File: config.mk
export PLATFORM = sky130hd
export DESIGN_NAME = circular_doubly_linked_list
export DESIGN_NICKNAME = d
export VERILOG_FILES = /design/src/hw/rtl/cdll_pkg.sv /design/src/hw/rtl/cdll_ram.sv /design/src/hw/rtl/circular_doubly_linked_list.sv
export SDC_FILE = /design/constraint.sdc
export NUM_CORES = 1
export LEC_CHECK = 0
export BUFFER_PORTS_ARGS = -buffer_cell sky130_fd_sc_hd__buf_2
export CAP_MARGIN = 10
export CORE_UTILIZATION = 35
export CTS_CLUSTER_DIAMETER = 120
export CTS_CLUSTER_SIZE = 10
export DETAILED_ROUTE_END_ITERATION = 12
export PLACE_DENSITY = 0.59
export SYNTH_ARGS = -nofsm -noshare
export SYNTH_HDL_FRONTEND = slang
export SYNTH_SLANG_ARGS = --single-unit
File: constraint.sdc
create_clock -name clk -period 12.9 [get_ports clk]
set_input_delay 2.58 -clock clk [delete_from_list [all_inputs] [get_ports clk]]
set_output_delay 2.58 -clock clk [all_outputs]
set_load 0.03 [all_outputs]
File: src/hw/rtl/cdll_pkg.sv
// Shared codes for the circular doubly linked list block: operation codes,
// result status codes and fixed field widths. No dependencies.
`timescale 1ns / 1ps

package cdll_pkg;

  localparam int OP_W     = 2;
  localparam int DATA_W   = 32;
  localparam int STATUS_W = 3;

  typedef enum logic [OP_W-1:0] {
    OP_INSERT   = 2'd0,
    OP_DELETE   = 2'd1,
    OP_TRAV_FWD = 2'd2,
    OP_TRAV_BWD = 2'd3
  } op_t;

  typedef logic [STATUS_W-1:0] status_t;

  localparam status_t ST_INSERTED  = 3'd0;
  localparam status_t ST_DELETED   = 3'd1;
  localparam status_t ST_NOT_FOUND = 3'd2;
  localparam status_t ST_EMPTY     = 3'd3;
  localparam status_t ST_FULL      = 3'd4;
  localparam status_t ST_ELEMENT   = 3'd5;

endpackage

File: src/hw/rtl/cdll_ram.sv
// Generic single-write, single-read RAM with registered read data.
// Used for the node value and link stores. No dependencies.
`timescale 1ns / 1ps

module cdll_ram #(
  parameter int WIDTH = 32,
  parameter int DEPTH = 16
) (
  input  logic                     clk,
  input  logic                     we,
  input  logic [$clog2(DEPTH)-1:0] waddr,
  input  logic [WIDTH-1:0]         wdata,
  input  logic                     re,
  input  logic [$clog2(DEPTH)-1:0] raddr,
  output logic [WIDTH-1:0]         rdata
);

  logic [WIDTH-1:0] mem [DEPTH];

  always_ff @(posedge clk) begin
    if (we) begin
      mem[waddr] <= wdata;
    end
    if (re) begin
      rdata <= mem[raddr];
    end
  end

endmodule

File: src/hw/rtl/circular_doubly_linked_list.sv
// Circular doubly linked list of signed 32-bit values held in a node store of
// CAPACITY entries (value, next and previous link RAMs, one read port each),
// with a used map, a head pointer and an entry count in flip-flops. One item
// is worked at a time; in_ready is high only between items. An insert reads
// the tail link, writes the value and two link pairs, then presents its
// status. A delete compares nodes from the head until a match or the end of
// the list. A traversal presents one node per cycle while out_ready is high.
// The pace of one node per cycle is set by the single registered read port
// of the node store, whose read data feeds the next read address. An empty
// list or a full store goes straight to its result. A finished result waits
// in the output register while the next item is taken.
// Depends on cdll_pkg and cdll_ram.
`timescale 1ns / 1ps

module circular_doubly_linked_list #(
  parameter int CAPACITY = 16
) (
  input  logic                                   clk,
  input  logic                                   rst,
  input  logic                                   in_valid,
  output logic                                   in_ready,
  input  logic [cdll_pkg::OP_W-1:0]              op,
  input  logic signed [cdll_pkg::DATA_W-1:0]     value,
  output logic                                   out_valid,
  input  logic                                   out_ready,
  output logic [cdll_pkg::STATUS_W-1:0]          status,
  output logic signed [cdll_pkg::DATA_W-1:0]     item,
  output logic                                   last
);

  import cdll_pkg::*;

  localparam int IdxW = $clog2(CAPACITY);
  localparam int CntW = $clog2(CAPACITY + 1);

  typedef enum logic [4:0] {
    S_IDLE  = 5'b00001,
    S_LINK1 = 5'b00010,
    S_LINK2 = 5'b00100,
    S_WALK  = 5'b01000,
    S_DONE  = 5'b10000
  } state_t;

  state_t              state;
  logic [CAPACITY-1:0] node_used;
  logic [IdxW-1:0]     head_index;
  logic [CntW-1:0]     entry_count;

  op_t                 req_op;
  logic [DATA_W-1:0]   req_value;
  logic [IdxW-1:0]     ins_slot;
  logic [IdxW-1:0]     cur;
  logic [CntW-1:0]     walk_idx;
  status_t             done_status;
  status_t             out_status;
  logic [DATA_W-1:0]   out_item;
  logic                out_last;

  logic [CAPACITY-1:0] free_map;
  logic [CAPACITY-1:0] lowest_free;
  logic [IdxW-1:0]     free_slot;
  logic                is_full;
  logic                is_empty;
  logic                accept;
  logic                can_load;
  logic                out_load;
  logic                walk_last;
  logic                is_match;
  logic                is_del;
  logic                walk_go;
  logic                walk_adv;
  logic                del_unlink;
  logic [IdxW-1:0]     walk_next;
  logic [IdxW-1:0]     ins_tail;
  logic [IdxW-1:0]     ins_head;

  logic                rd_en;
  logic [IdxW-1:0]     rd_addr;
  logic [DATA_W-1:0]   val_rdata;
  logic [IdxW-1:0]     next_rdata;
  logic [IdxW-1:0]     prev_rdata;
  logic                val_we;
  logic                next_we;
  logic [IdxW-1:0]     next_waddr;
  logic [IdxW-1:0]     next_wdata;
  logic                prev_we;
  logic [IdxW-1:0]     prev_waddr;
  logic [IdxW-1:0]     prev_wdata;

  // Lowest free entry: isolate the lowest set bit of the free map, then encode.
  assign free_map    = ~node_used;
  assign lowest_free = free_map & (~free_map + 1'b1);

  always_comb begin
    free_slot = '0;
    for (int i = 0; i < CAPACITY; i++) begin
      if (lowest_free[i]) begin
        free_slot = free_slot | IdxW'(i);
      end
    end
  end

  assign is_full    = (entry_count == CntW'(CAPACITY));
  assign is_empty   = (entry_count == '0);
  assign in_ready   = (state == S_IDLE);
  assign accept     = in_valid && in_ready;
  assign can_load   = !out_valid || out_ready;
  assign walk_last  = ((walk_idx + CntW'(1)) == entry_count);
  assign is_match   = (val_rdata == req_value);
  assign is_del     = (req_op == OP_DELETE);
  assign walk_next  = (req_op == OP_TRAV_BWD) ? prev_rdata : next_rdata;
  assign walk_go    = (state == S_WALK) && (is_del || can_load);
  assign walk_adv   = walk_go && !walk_last && !(is_del && is_match);
  assign del_unlink = walk_go && is_del && is_match;
  assign ins_tail   = is_empty ? ins_slot : prev_rdata;
  assign ins_head   = is_empty ? ins_slot : head_index;
  assign out_load   = (walk_go && !is_del) || ((state == S_DONE) && can_load);

  // Read the head on transfer; during a walk the link just read is the next address.
  assign rd_en   = (accept && !is_empty && !(op == OP_INSERT && is_full)) || walk_adv;
  assign rd_addr = (state == S_IDLE) ? head_index : walk_next;

  assign val_we = (state == S_LINK1);

  always_comb begin
    next_we    = 1'b0;
    next_waddr = ins_tail;
    next_wdata = ins_slot;
    prev_we    = 1'b0;
    prev_waddr = ins_slot;
    prev_wdata = ins_tail;
    case (state)
      S_LINK1: begin
        next_we = 1'b1;
        prev_we = 1'b1;
      end
      S_LINK2: begin
        next_we    = 1'b1;
        next_waddr = ins_slot;
        next_wdata = ins_head;
        prev_we    = 1'b1;
        prev_waddr = ins_head;
        prev_wdata = ins_slot;
      end
      S_WALK: begin
        // bridge the neighbors of the matched node
        next_we    = del_unlink;
        next_waddr = prev_rdata;
        next_wdata = next_rdata;
        prev_we    = del_unlink;
        prev_waddr = next_rdata;
        prev_wdata = prev_rdata;
      end
      default: begin
        next_we = 1'b0;
        prev_we = 1'b0;
      end
    endcase
  end

  cdll_ram #(.WIDTH(DATA_W), .DEPTH(CAPACITY)) u_value_ram (
    .clk   (clk),
    .we    (val_we),
    .waddr (ins_slot),
    .wdata (req_value),
    .re    (rd_en),
    .raddr (rd_addr),
    .rdata (val_rdata)
  );

  cdll_ram #(.WIDTH(IdxW), .DEPTH(CAPACITY)) u_next_ram (
    .clk   (clk),
    .we    (next_we),
    .waddr (next_waddr),
    .wdata (next_wdata),
    .re    (rd_en),
    .raddr (rd_addr),
    .rdata (next_rdata)
  );

  cdll_ram #(.WIDTH(IdxW), .DEPTH(CAPACITY)) u_prev_ram (
    .clk   (clk),
    .we    (prev_we),
    .waddr (prev_waddr),
    .wdata (prev_wdata),
    .re    (rd_en),
    .raddr (rd_addr),
    .rdata (prev_rdata)
  );

  // Control state
  always_ff @(posedge clk) begin
    if (rst) begin
      state       <= S_IDLE;
      node_used   <= '0;
      head_index  <= '0;
      entry_count <= '0;
      out_valid   <= 1'b0;
    end else begin
      if (out_load) begin
        out_valid <= 1'b1;
      end else if (out_ready) begin
        out_valid <= 1'b0;
      end
      case (state)
        S_IDLE: begin
          if (accept) begin
            if (op == OP_INSERT) begin
              state <= is_full ? S_DONE : S_LINK1;
            end else begin
              state <= is_empty ? S_DONE : S_WALK;
            end
          end
        end
        S_LINK1: begin
          state <= S_LINK2;
        end
        S_LINK2: begin
          node_used[ins_slot] <= 1'b1;
          entry_count         <= entry_count + 1'b1;
          if (is_empty) begin
            head_index <= ins_slot;
          end
          state <= S_DONE;
        end
        S_WALK: begin
          if (walk_go) begin
            if (is_del) begin
              if (is_match) begin
                node_used[cur] <= 1'b0;
                entry_count    <= entry_count - 1'b1;
                if (entry_count == CntW'(1)) begin
                  head_index <= '0;
                end else if (cur == head_index) begin
                  head_index <= next_rdata;
                end
                state <= S_DONE;
              end else if (walk_last) begin
                state <= S_DONE;
              end
            end else begin
              if (walk_last) begin
                state <= S_IDLE;
              end
            end
          end
        end
        S_DONE: begin
          if (can_load) begin
            state <= S_IDLE;
          end
        end
        default: begin
          state <= S_IDLE;
        end
      endcase
    end
  end

  // Request and result payload
  always_ff @(posedge clk) begin
    case (state)
      S_IDLE: begin
        if (accept) begin
          req_op    <= op_t'(op);
          req_value <= value;
          ins_slot  <= free_slot;
          cur       <= head_index;
          walk_idx  <= '0;
          done_status <= (op == OP_INSERT) ? ST_FULL : ST_EMPTY;
        end
      end
      S_LINK2: begin
        done_status <= ST_INSERTED;
      end
      S_WALK: begin
        if (walk_go) begin
          if (is_del) begin
            done_status <= is_match ? ST_DELETED : ST_NOT_FOUND;
          end else begin
            out_status <= ST_ELEMENT;
            out_item   <= val_rdata;
            out_last   <= walk_last;
          end
          if (walk_adv) begin
            cur      <= walk_next;
            walk_idx <= walk_idx + 1'b1;
          end
        end
      end
      S_DONE: begin
        if (can_load) begin
          out_status <= done_status;
          out_item   <= '0;
          out_last   <= 1'b1;
        end
      end
      default: begin
        req_op <= req_op;
      end
    endcase
  end

  assign status = out_status;
  assign item   = $signed(out_item);
  assign last   = out_last;

  a_count_matches_map: assert property (@(posedge clk) disable iff (rst)
    $countones(node_used) == entry_count)
    else $error("entry count disagrees with used map");

  a_head_in_use: assert property (@(posedge clk) disable iff (rst)
    !is_empty |-> node_used[head_index])
    else $error("head points at a free entry");

  a_walk_on_used: assert property (@(posedge clk) disable iff (rst)
    state == S_WALK |-> node_used[cur])
    else $error("walk reached a free entry");

  a_insert_grows: assert property (@(posedge clk) disable iff (rst)
    state == S_LINK2 |=> entry_count == $past(entry_count) + 1'b1)
    else $error("insert did not grow the list by one");

endmodule
# After elaboration in Yosys (flattened, before gate mapping)
# Memory sizes are Yosys's and may differ from the RTL's. A register that Yosys moved wholly into a read port is not among the register bits.
# Cells that the tools add are included.
# word_totals
input_bits,38
out_inout_bits,38
ramBits,640
latchBits,0
memories,3
rom_bits,0
reg_bits,117
# classes
div_mod_pow,0
n_reduce_logical,42
n_eq_ne,22
n_mux,81
shift,0
mul,0
n_lt_le_gt_ge,4
bitwise,6
addsub,4
# memory_table
name,words,word_bits,read_ports,rd_ports_with_merged_regs,wr,line,source
u_value_ram.mem,16,32,1,1,1,cdll_ram.sv:18,logic [WIDTH-1:0] mem [DEPTH];
u_next_ram.mem,16,4,1,1,1,cdll_ram.sv:18,
u_prev_ram.mem,16,4,1,1,1,cdll_ram.sv:18,
# op_table
operator,count
two-way mux 32 bit,3
two-way mux 5 bit,16
two-way mux 4 bit,18
one-hot mux 32 bit (2 select lines),1
two-way mux 16 bit,3
inverter 16 bit,3
two-way mux 3 bit,11
bitwise AND 16 bit,2
== test 32 bit,1
one-hot mux 16 bit (2 select lines),1
one-hot mux 4 bit (2 select lines),4
one-hot mux 5 bit (5 select lines),1
one-hot mux 5 bit (2 select lines),2
"adder 16 x 1 -> 16 bit, second input constant",1
OR 16 bit,1
AND reduction 4 bit,4
logical AND 1 bit,14
two-way mux 1 bit,12
"!= test 2 bit, second input constant",6
"adder 5 x 1 -> 5 bit, second input constant",2
"== test 5 x 1 -> 1 bit, second input constant",2
"== test 5 bit, second input constant",2
"< comparator 4 x 5 -> 1 bit, second input constant",2
AND reduction 5 bit,2
other kinds (27),45

# Depth between registers and ports, before layout
# depth
word_depth,17
ltp_mapped,11

# Cells and area by module
# A second synthesis with hierarchy kept.
# unflattened
cells_unflattened,1589
hier_area_um2,31136.1
# by_module_without_submodules
module,instances,seq_area_each_um2,cells_per_inst,area_per_inst_um2
cdll_ram (u_value_ram),1,16335.7,838,20155.6
circular_doubly_linked_list,1,3203.1,491,5567.8
cdll_ram (u_next_ram ...),2,2042.0,130,2706.3

# Worst setup path before layout
# Ideal clock, no wire load.
# synth_timing
path_kind,input to register
from,input op[1] (netlist bit)
to,"register u_next_ram.rdata[0] (read register of u_next_ram.mem), enable pin"
path_stages,3
setup_slack_ns,6.735
setup_ns,0.493
path_buffers,0
arrival_time_ns,5.672
required_ns,12.407
cell_sequence,o21ai_0 and3_1 o21ai_0
# synth_via
elab_chain_len,5
# synth_lines
item,line,source
start: declaration,circular_doubly_linked_list.sv:22,"input logic [cdll_pkg::OP_W-1:0] op,"
zero test 2 bit,circular_doubly_linked_list.sv:120,assign rd_en = (accept && !is_empty && !(op == OP_INSERT && is_full)) || walk_adv;
logical AND 1 bit,circular_doubly_linked_list.sv:120,
zero test 1 bit,circular_doubly_linked_list.sv:120,
logical AND 1 bit,circular_doubly_linked_list.sv:120,
logical OR 1 bit,circular_doubly_linked_list.sv:120,
via rd_en,circular_doubly_linked_list.sv:77,logic rd_en;
end: declaration,cdll_ram.sv:15,output logic [WIDTH-1:0] rdata
# The timed path passes the listed nets, and every way through them passes these cells.
# A chain may end at the register's enable or synchronous reset.

# Worst setup path in the final report
# layout_timing
from,register state[1]
to,output in_ready
# layout_via
elab_chain_len,1
# layout_lines
item,line,source
start: declaration,circular_doubly_linked_list.sv:44,state_t state;
start signal: assignment,circular_doubly_linked_list.sv:209,state <= is_full ? S_DONE : S_LINK1;
start signal: assignment,circular_doubly_linked_list.sv:211,state <= is_empty ? S_DONE : S_WALK;
== test 5 x 1 -> 1 bit,circular_doubly_linked_list.sv:105,assign in_ready = (state == S_IDLE);
end: declaration,circular_doubly_linked_list.sv:21,"output logic in_ready,"
# No other way between the ends.

==> impl_metrics.py <==
metrics = {
    "critical_path": {
        "crit_type": "flop to primary output",
        "crit_required_ns": 10.32,
        "slowest_delay_ns": 0.65,
        "crit_family": "simple AND/OR/NAND/NOR gates",
        "crit_buf_inv": 2,
        "cp-endpoint": "in_ready",
        "worstReg2RegEnd": "u_prev_ram.rdata[2]$_DFFE_PP_",
        "cp.arrival_ns": 2.65,
        "crit_slowest_cell": "nor3_1",
        "crit_fanout": 7,
        "reg2reg_depth": 8,
        "worstPathCellList": "nor3_1 -> nand2_1 -> inv_1 -> buf_2",
        "end_kind": "primary output",
        "critical_path.startpoint": "state[1]$_SDFFE_PP0P_",
        "crit_cells": 4,
        "rr_startpoint": "state[1]$_SDFFE_PP0P_",
        "worstSetupStartpointType": "flop",
        "r2r_setup_slack_ns": 8.12,
    },
    "power": {
        "vdd_drop_max_v": 0.000100,
        "power_frac_clock": 0.357,
        "switching_share": 0.285,
        "seqPwrFrac": 0.480,
        "switchingPower_mw": 1.77,
        "powerDensity_mw_per_mm2": 166,
        "intPower_mw": 4.43,
        "power_leakage_nw": 11.3,
        "p_total_mw": 6.19,
        "p_comb_frac": 0.162,
    },
    "timing": {
        "finalCritPeriodShare": 0.406,
        "grt_setup_unrepaired": "no",
        "period_needed_ns": 5.23,
        "skew_ns": 0.0332,
        "finalHoldViolations": 0,
        "max_freq_mhz": 191,
        "setup_viol": 0,
        "whs_ns": 0.502,
        "slew_headroom": 0.291,
        "slew_viol_final": 0,
        "worst_slew_pin_slew_ns": 1.06,
        "finalSetupTns_ns": 0,
    },
    "grt": {
        "antenna_found_initial": 2,
        "overflow": 0,
        "grt_pass1_wl_mm": 145,
        "track_usage": 0.206,
        "grt_max_degree": 161,
        "grt_pass1_vias": 21362,
    },
    "finish": {
        "diodes": 0,
        "fill_cells": 8581,
        "final_nets": 2368,
        "area_growth_pct": 12.4,
        "multi_input_area_mm2": 0.00891,
        "drive_gt1_frac": 0.125,
        "regArea_mm2": 0.0236,
    },
    "clock_network": {
        "cts.sink_count": 797,
        "clock_path_buffers": 3,
        "cts_tree": "yes",
        "cts_setup_buffers": 0,
        "hold_buffers": 0,
        "ctsResizeCount": 0,
        "cts_inserted_buffers": 89,
        "cts_root_buf": "clkbuf_16",
        "clk_latency_ns": 0.65,
        "htree_levels": 3,
        "clkTransAtPathRegs_ns": 0.06,
    },
    "drt": {
        "routed-via-count": 21589,
        "drc": 0,
        "ant_nets": 0,
        "viasPerCell": 6.00,
        "dr.pass1.iters": 8,
        "wl_per_cell_um": 27.5,
        "drt_wl_total_mm": 99.1,
        "drt_iter0_markers": 2656,
    },
    "logic_synthesis": {
        "seq_area_frac_synth": 0.712,
        "synthFlopType": "edfxtp_1",
        "synth_edf_count": 766,
        "synthCells": 2291,
        "async_reset_ff_frac": 0,
        "ys_ff_latch": 797,
        "avgSynthCellArea_um2": 14.5,
        "ys_warn_count": 0,
        "synth_cell_type_count": 71,
        "syn_area_mm2": 0.0332,
        "syn_nets": 2334,
    },
    "outcome": {
        "status": "finished clean",
    },
    "die": {
        "die_width_um": 310,
        "io_pins": 76,
        "num_rows": 112,
        "core_mm2": 0.0936,
        "dieArea_mm2": 0.0961,
        "die_h_um": 310,
        "start_util": 0.355,
    },
    "place": {
        "hpwl_mm": 50.6,
        "port_buffers": 75,
        "gp_congestion": 0.828,
    },
    "job": {
        "maxCapViolCount": 0,
    },
    "hold_path": {
        "hold_path_class": "flop to flop",
    },
}
power by group through the flow:
stage	Clock [mW]	Sequential (mW)	Combinational, mW
6_report	2.21	2.98	1.00
3_3_place_gp	0	3.02	0.967
3_5_place_dp	0	3.03	0.993
5_1_grt	2.34	2.98	1.07
2_1_floorplan	0	3.00	0.676
4_1_cts	2.25	2.97	0.995
worst min-delay path by stage:
stage / startpoint / to / slack [ns] / cells after the start
6_report: done_status[2]$_DFFE_PP_ / status[2]$_SDFFCE_PN1P_ / 0.50 / 1
5_1_grt: done_status[2]$_DFFE_PP_ / status[2]$_SDFFCE_PN1P_ / 0.52 / 1
4_1_cts: done_status[2]$_DFFE_PP_ / status[2]$_SDFFCE_PN1P_ / 0.50 / 1
3_5_place_dp: done_status[2]$_DFFE_PP_ / status[2]$_SDFFCE_PN1P_ / 0.49 / 1
3_3_place_gp: done_status[2]$_DFFE_PP_ / status[2]$_SDFFCE_PN1P_ / 0.50 / 1
2_1_floorplan: done_status[0]$_DFFE_PP_ / status[0]$_SDFFCE_PN1P_ / 0.48 / 1
final cells by class:
class                      count  share of cell area
clock buffer                 104              0.0618
clock inverter                 6             0.00211
inverter                      19             0.00191
multi-input combinational   1298               0.239
sequential                   797               0.634
tap                         1254              0.0421
timing repair buffer         120              0.0195
cells in the mapped netlist, drive strengths merged (31+ instances only):
master	n	area (um2)
xnor2	43	377
nand3b	43	323
clkbuf	99	372
a311o	40	400
a211oi	54	405
and2	36	225
dfxtp	31	621
buf	78	464
edfxtp	766	23000
a31oi	47	294
a32oi	80	926
o2111ai	39	342
and3	43	269
a21oi	71	355
nor3	73	382
nand4	99	619
nor2	46	180
nand3	88	440
nand2	121	459
o21ai	103	519
nand2b	87	544
o221ai	39	342
a211o	40	350
state kept, by name, summed over array words and instances (netlist names):
name / cells
item: 32
u_prev_ram.rdata: 4
u_value_ram.mem: 512
head_index: 4
u_next_ram.rdata: 4
req_value: 32
u_prev_ram.mem: 64
u_value_ram.rdata: 32
req_op: 2
ins_slot: 4
done_status: 3
cur: 4
last: 1
state: 5
out_valid: 1
u_next_ram.mem: 64
walk_idx: 5
node_used: 16
status: 3
entry_count: 5
placed cells by master, fill, tap and decap left out, types with 4 or more instances in the layout:
master     instances
nor3b_1            5
o31a_1             5
a32oi_1           49
clkbuf_16         90
nand2_1          119
nor2b_1            6
and3_1            43
nor2_1            32
buf_2             75
nor2_4            14
a32oi_2           30
dfxtp_1           31
nand3_1           88
a21oi_1           71
a31oi_1           46
nor4_1            20
nand4_1           99
o221ai_1          39
a311oi_1           4
mux2i_1            7
a211o_1           40
ha_1               5
o2111ai_1         39
mux2_2             6
nor3_2             4
a311o_1           40
nand2b_1          87
buf_4             44
nand3b_1          43
xnor2_1           43
or4_1              4
a211oi_1          54
o21ai_0           70
edfxtp_1         766
clkbuf_1          14
inv_1             18
and2_1            36
o21ai_1           31
nor3_1            67
cells by family (layout without fill, tap and decap cells):
kind of cell | count (synthesis) | count (layout) | share of synthesized area
AO/OA/AOI/OAI | 550 | 550 | 0.129
XOR/XNOR | 47 | 47 | 0.0129
adder cells (fa/ha/maj) | 5 | 5 | 0.00189
buffers and inverters | 196 | 249 | 0.0273
flip-flops | 797 | 797 | 0.712
multiplexers | 13 | 13 | 0.00415
AND/OR/NAND/NOR | 683 | 683 | 0.113
metal layers:
| metal | track usage | routed length, um | vias up |
|---|---|---|---|
| met5 | 0 | 8 | - |
| met4 | 0.0680 | 2920 | 2 |
| met3 | 0.0484 | 9110 | 195 |
| met2 | 0.320 | 45300 | 1084 |
| met1 | 0.282 | 41700 | 11034 |
| li1 | - | - | 9274 |
through the flow:
| step | worst slack, ns | utilization | instance area [um2] | cells |
|---|---|---|---|---|
| 3_3_place_gp | 8.33 | 0.373 | 34900 | 3488 |
| 2_1_floorplan | 6.74 | - | 33200 | 2291 |
| 5_1_grt | 7.50 | 0.398 | 37300 | 3598 |
| 6_report | 7.67 | 0.398 | 37300 | 3598 |
| 3_5_place_dp | 8.22 | 0.373 | 34900 | 3488 |
| 4_1_cts | 7.63 | 0.398 | 37300 | 3598 |
Power figures use the tool's default switching activity.
